[src/rtl/core/art_pkg.sv]
// Shared types and codes for the address range table.
package art_pkg;

  localparam int ADDR_W = 64;

  localparam logic [1:0] KIND_INSERT = 2'd0;
  localparam logic [1:0] KIND_REMOVE = 2'd1;
  localparam logic [1:0] KIND_FIND   = 2'd2;
  localparam logic [1:0] KIND_CLEAR  = 2'd3;

  localparam logic [1:0] ST_OK   = 2'd0;
  localparam logic [1:0] ST_MISS = 2'd1;
  localparam logic [1:0] ST_FULL = 2'd2;

  typedef struct packed {
    logic              vld;
    logic [ADDR_W-1:0] lo;
    logic [ADDR_W-1:0] hi;
  } ent_t;

endpackage

[src/rtl/core/art_cmp.sv]
// Shared overlap compare between one stored entry and the request range.
module art_cmp (
  input  art_pkg::ent_t                  ent,
  input  logic [art_pkg::ADDR_W-1:0]     lo,
  input  logic [art_pkg::ADDR_W-1:0]     hi,
  output logic                           hit,
  output logic                           free
);
  import art_pkg::*;

  assign hit  = ent.vld && !(ent.hi < lo) && !(ent.lo > hi);
  assign free = !ent.vld;

endmodule

[config.mk]
export PLATFORM = sky130hd
export DESIGN_NAME = art_cmp
export DESIGN_NICKNAME = d
export VERILOG_FILES = /design/src/rtl/core/art_pkg.sv /design/src/rtl/core/art_cmp.sv
export SDC_FILE = /design/constraint.sdc
export NUM_CORES = 1
export LEC_CHECK = 0
export BUFFER_PORTS_ARGS = -buffer_cell sky130_fd_sc_hd__buf_2
export CORE_AREA = 4 4 98 100
export DETAILED_ROUTE_END_ITERATION = 10
export DIE_AREA = 0 0 102 104
export PLACE_DENSITY = 0.77
export SYNTH_ARGS = -nofsm -noshare
export SYNTH_HDL_FRONTEND = slang
export SYNTH_SLANG_ARGS = --single-unit
[constraint.sdc]
create_clock -name vclk -period 2.7
set_clock_uncertainty 0.05 [all_clocks]
set_input_delay 0 -clock vclk [all_inputs]
set_output_delay 0 -clock vclk [all_outputs]
set_load 0.01 [all_outputs]
==> results of run 1 <==
-- metrics by stage --
step                instances  instance area [µm²]  worst slack [ns]  util, %
global route              828                 4653            0.1502    53.62
floorplan                 459                 3212            0.7301        -
detailed placement        827                 4651            0.2904    53.59
CTS                       827                 4651            0.2840    53.59
finish                    828                 4653            0.2949    53.62
global placement          827                 4651            0.3691    53.59
-- power by group through the flow --
stage,Clock (mW),Sequential (mW),Combinational [mW]
after floorplan,0,0,0.332
after global placement,0,0,0.586
after detailed placement,0,0,0.614
after CTS,0,0,0.619
after global routing,0.0000000495,0,0.708
final,0.0000000495,0,0.610
-- final cells by class --
| type | instances | area share, % |
|---|---|---|
| Antenna cell | 1 | 0.05378 |
| Tap cell | 108 | 2.904 |
| Multi-Input combinational cell | 329 | 58.54 |
| Timing Repair Buffer | 260 | 28.02 |
| Inverter | 130 | 10.49 |
-- cells in the final DEF, fill, tap and decap left out, drive strengths merged --
master and instances:
nand2 44, a31oi 1, a221o 2, a211oi 6
or4 1, nand3 8, nand2b 1, or3 1
o221ai 1, inv 130, a32oi 1, a22oi 1
nor2b 2, nor4 7, a21o 6, nor2 15
a21oi 48, buf 260, a2111oi 3, and4 3
nor3 3, o21a 1, o211ai 2, nand4 15
ha 127, a221oi 4, o21ai 23, o2111ai 3
diode 1
-- how the worst max path moves through the flow --
stage | from | endpoint | slack (ns) | cells after the start
floorplan | hi[55] | hit | 0.73 | 9
global placement | hi[55] | hit | 0.37 | 11
detailed placement | hi[55] | hit | 0.29 | 11
CTS | hi[55] | hit | 0.28 | 11
global route | hi[57] | hit | 0.15 | 11
finish | hi[55] | hit | 0.29 | 11
-- metal layers --
| layer | up-vias | global-route usage, % |
|---|---|---|
| met5 | - | 0 |
| li1 | 2108 | - |
| met1 | 1716 | 19.23 |
| met3 | 20 | 1.610 |
| met2 | 140 | 35.56 |
| met4 | 0 | 3.749 |
-- critical path: stages --
cell and delay [ns]:
buf_2 0.08, inv_1 0.03, ha_1 0.30, nand2_2 0.08, nor4_4 0.33, nand4_2 0.17
nor4_2 0.38, nand3_1 0.14, or3_1 0.39, a221oi_2 0.28, buf_2 0.18
-- kinds of logic (layout without fill, tap and decap cells) --
logic type / after synthesis / in the layout / synth area share, %
AOI/OAI and AO/OA: 102 / 102 / 19.09
other: 0 / 1 / 0
adders and majority gates: 127 / 127 / 49.47
buffers and inverters: 130 / 390 / 15.19
and+or+nand+nor: 100 / 100 / 16.24
==> key figures, run 1 <==
Power and ir drop
  • Peak VDD IR: 0.00006248 V
  • Net Sw Power: 0.2927 mW
  • Total power: 0.6096 mW
  • Flop pwr share: 0%
  • Leakage: 3.060 nW
  • Clock power share: 0%
  • Power density cells: 131.0 nW/µm²
  • Pint: 0.3169 mW
  • Combinational share of power: 100.0%
  • Sw frac: 48.02%

Floorplan
  • Horiz. Die Dim: 102 µm
  • Starting density of the core: 37.01%
  • Core area: 8678 µm²
  • DIE AREA: 10610 µm²
  • Die height: 104 µm
  • Row cnt: 34
  • I/O pin count: 259

Routing
  • Drt total wl: 10.41 mm
  • Via count: 3984
  • WL/cell: 12.57 µm
  • DR DRC count: 0
  • Detail Route met2 WL: 5.474 mm
  • Vias per inst: 4.812
  • M1 WL: 3.930 mm
  • Metal3 WL: 756 µm
  • Routed Antenna Nets: 0
  • Uppermost layer routed: met4
  • DRT iter0 DRCs: 34
  • First-pass DRT Iterations: 4

Layout
  • # clk buffers: 0
  • Final net count: 1105
  • Seq cells: 0
  • Multi-input logic area: 2724 µm²
  • Layout cells sized above 1: 37.27%
  • Area Growth Syn to Fin: 44.88%
  • Fillers: 846
  • Sequential cell area: 0 µm²

Synthesis
  • Cells after Synth: 459
  • Yosys synthesis warning count: 0
  • Unique masters post-synth: 35
  • Syn Std Cell Area: 3212 µm²
  • Net count after synthesis: 843
  • Sequential fraction of the synthesis area: 0%
  • Post-synth top area share: 49.47%
  • Leading area contributor after synthesis: ha_1
  • Synth Area per Inst: 6.997 µm²
  • Synth area leaders: ha_1, inv_1, a21oi_1
  • Top-count cell post-synth: inv_1
  • Synth cell count leaders: inv_1, ha_1, a21oi_1, nand2_1, o21ai_0

Global route
  • Antenna violations before repair: 1
  • First-pass GRT wire length: 16.04 mm
  • Gr usage total: 17.70%
  • Number of global-route vias before repair: 4017
  • Remaining global-route overflow: 0
  • Largest net degree at the start of global routing: 5

Placed design
  • Port Buffers: 259
  • Routability Congestion: 0.8611
  • DP HPWL: 10.15 mm

Timing
  • Rel. slew slack: 71.10%
  • Endpoints failing setup: 0
  • Final worst path period share: 89.08%
  • RSZ-0062 raised after global routing: no
  • Slew Limit Fails: 0
  • Worst hold margin: 0.2226 ns
  • Peak Freq: 0.4158 GHz
  • Min Tclk post-route: 2.405 ns
  • Slew @ Worst Pin: 0.4225 ns
  • Hold violation count in the final report: 0
  • Setup TNS: 0 ns

Hold path
  • Worst hold path class: in -> out
  • WHS Endpoint: free
  • Min-delay src: ent[128]
  • WHS Path Cells: 3

CTS
  • Post-CTS Resized: 0
  • Post-CTS Setup Inserts: 0
  • Hold Buf Count CTS: 0

Setup path
  • Crit-path max FO: 2
  • Required time worst endpoint: 2.65 ns
  • Crit path kind: in -> out
  • CP Capture Type: output pin
  • CP startpoint kind: primary input
  • Worst endpoint data arrival time: 2.36 ns

Run status
  • Status: completed

Job
  • # Max-Cap Violations: 0
(Power assumes the default switching activity.)
==> inputs of run 2 (changes only) <==
--- a/config.mk
+++ b/config.mk
@@ -9,6 +9,7 @@
 export CORE_AREA = 4 4 98 100
 export DETAILED_ROUTE_END_ITERATION = 10
 export DIE_AREA = 0 0 102 104
+export MAX_ROUTING_LAYER = met4
 export PLACE_DENSITY = 0.77
 export SYNTH_ARGS = -nofsm -noshare
 export SYNTH_HDL_FRONTEND = slang
==> run 2 against run 1 <==
Net effect:
- hold slack unchanged
- final cell count unchanged
- flip-flop and latch count unchanged
- count of clock-buffer cells in the layout unchanged
- routed wire length up 0.18%
- die area unchanged
- cell area unchanged
- global-route usage up 0.51 points
- total power about the same
- first-iteration DRC count down 5.9%
- fmax about the same
- critical endpoint unchanged
- largest power group unchanged
==> key figures, run 2 (synthesis results as in run 1) <==
Power and ir drop
  • Sw frac: 48.02% (about the same)
  • Flop pwr share: 0% (unchanged)
  • Net Sw Power: 0.2928 mW (about the same)
  • Peak VDD IR: 0.00006247 V (about the same)
  • Clock power share: 0% (unchanged)
  • Combinational share of power: 100.0% (about the same)
  • Pint: 0.3169 mW (about the same)
  • Power density cells: 131.0 nW/µm² (about the same)
  • Leakage: 3.060 nW (unchanged)

Floorplan
  • I/O pin count: 259 (unchanged)
  • Die height: 104 µm (unchanged)
  • Row cnt: 34 (unchanged)
  • Core area: 8678 µm² (unchanged)
  • DIE AREA: 10610 µm² (unchanged)
  • Horiz. Die Dim: 102 µm (unchanged)
  • Starting density of the core: 37.01% (unchanged)

Global route
  • Largest net degree at the start of global routing: 5 (unchanged)
  • Antenna violations before repair: 1 (unchanged)
  • First-pass GRT wire length: 16.06 mm (+0.13%)
  • Gr usage total: 18.20% (+0.51 points)
  • Remaining global-route overflow: 0 (unchanged)
  • Number of global-route vias before repair: 4016 (-0.025%)

Hold path
  • Worst hold path class: in -> out

Layout
  • Final net count: 1105 (unchanged)
  • Area Growth Syn to Fin: 44.88% (unchanged)
  • Layout cells sized above 1: 37.27% (unchanged)
  • Most frequent cells in the layout: buf_2, inv_1, ha_1
  • Commonest non-fill, non-tap cell in the layout: buf_2
  • Fillers: 846 (unchanged)
  • Seq cells: 0 (unchanged)
  • Sequential cell area: 0 µm² (unchanged)
  • # clk buffers: 0 (unchanged)
  • Core Util, Final: 53.62% (unchanged)

Setup path
  • Critical path's top delay family: simple AND/OR/NAND/NOR gates
  • Worst endpoint data arrival time: 2.36 ns (about the same)
  • Crit-path max FO: 2 (unchanged)
  • Slowest cell delay on critical path: 0.39 ns (about the same)
  • Slowest cell on crit path: or3_1
  • CP bufs+invs: 3 (unchanged)
  • CP Capture Type: output pin
  • Crit path kind: in -> out
  • Worst-path cell chain: buf_2 > inv_1 > ha_1 > nand2_2 > nor4_4 > nand4_2 > nor4_2 > nand3_1 > or3_1 > a221oi_2 > buf_2
  • Most used cell along the critical path: buf_2
  • Required time worst endpoint: 2.65 ns (about the same)
  • CP startpoint kind: primary input

Placed design
  • Routability Congestion: 0.8749 (+1.6%)
  • DP HPWL: 10.15 mm (unchanged)
  • Port Buffers: 259 (unchanged)

Routing
  • WL/cell: 12.60 µm (+0.18%)
  • Vias per inst: 4.821 (+0.20%)
  • DR DRC count: 0 (unchanged)
  • DRT iter0 DRCs: 32 (-5.9%)
  • Drt total wl: 10.43 mm (+0.18%)
  • First-pass DRT Iterations: 4 (unchanged)
  • Via count: 3992 (+0.20%)
  • Routed Antenna Nets: 0 (unchanged)

Timing
  • Peak Freq: 0.4157 GHz (about the same)
  • Rel. slew slack: 71.10% (unchanged)
  • Slew @ Worst Pin: 0.4225 ns (unchanged)
  • Slew Limit Fails: 0 (unchanged)
  • Hold violation count in the final report: 0 (unchanged)
  • Min Tclk post-route: 2.406 ns (+0.0004990 ns)
  • RSZ-0062 raised after global routing: no
  • Endpoints failing setup: 0 (unchanged)
  • Setup TNS: 0 ns (unchanged)
  • Final worst path period share: 89.10% (about the same)

Job
  • # Max-Cap Violations: 0 (unchanged)

CTS
  • Post-CTS Setup Inserts: 0 (unchanged)
  • Post-CTS Resized: 0 (unchanged)
  • Hold Buf Count CTS: 0 (unchanged)

Run status
  • Status: completed
-- run 2: final timing paths --
kind / from / endpoint / slack (ns) / cells past startpoint
worst max-delay path: hi[55] / hit / 0.29 / 11
worst min-delay path: ent[128] / free / 0.22 / 3
-- run 2: layout make-up --
cell class                 count  area (µm²)  area share, %
multi-input combinational    329        2724          58.54
inverter                     130       488.0          10.49
timing repair buffer         260        1304          28.02
antenna                        1       2.502        0.05378
tap                          108       135.1          2.904
-- run 2: routing by layer --
| metal | wire length (µm) | share of wire (%) | vias up | GRT usage, % |
|---|---|---|---|---|
| li1 | - | - | 2109 | - |
| met1 | 3977 | 38 | 1721 | 19.47 |
| met2 | 5471 | 52 | 142 | 35.56 |
| met3 | 724 | 6.9 | 20 | 1.341 |
| met4 | 256 | 2.5 | 0 | 3.749 |
| met5 | 0 | 0 | - | - |
-- run 2: power by group through the flow --
stage	sequential, mW	clock (mW)	combinational [mW]
3_3_place_gp	0	0	0.586
2_1_floorplan	0	0	0.332
6_report	0	0.0000000495	0.610
5_1_grt	0	0.0000000495	0.708
3_5_place_dp	0	0	0.614
4_1_cts	0	0	0.619
-- run 2: through the flow --
stage                     hold WS (ns)  power [mW]  setup slack (ns)  instance area [µm²]  cells
after floorplan               0.006558      0.3319            0.7301                 3212    459
after global placement          0.2112      0.5856            0.3691                 4651    827
after detailed placement        0.2151      0.6142            0.2904                 4651    827
after CTS                       0.2161      0.6186            0.2840                 4651    827
after global routing            0.2367      0.7081            0.1502                 4653    828
final                           0.2226      0.6096            0.2944                 4653    828
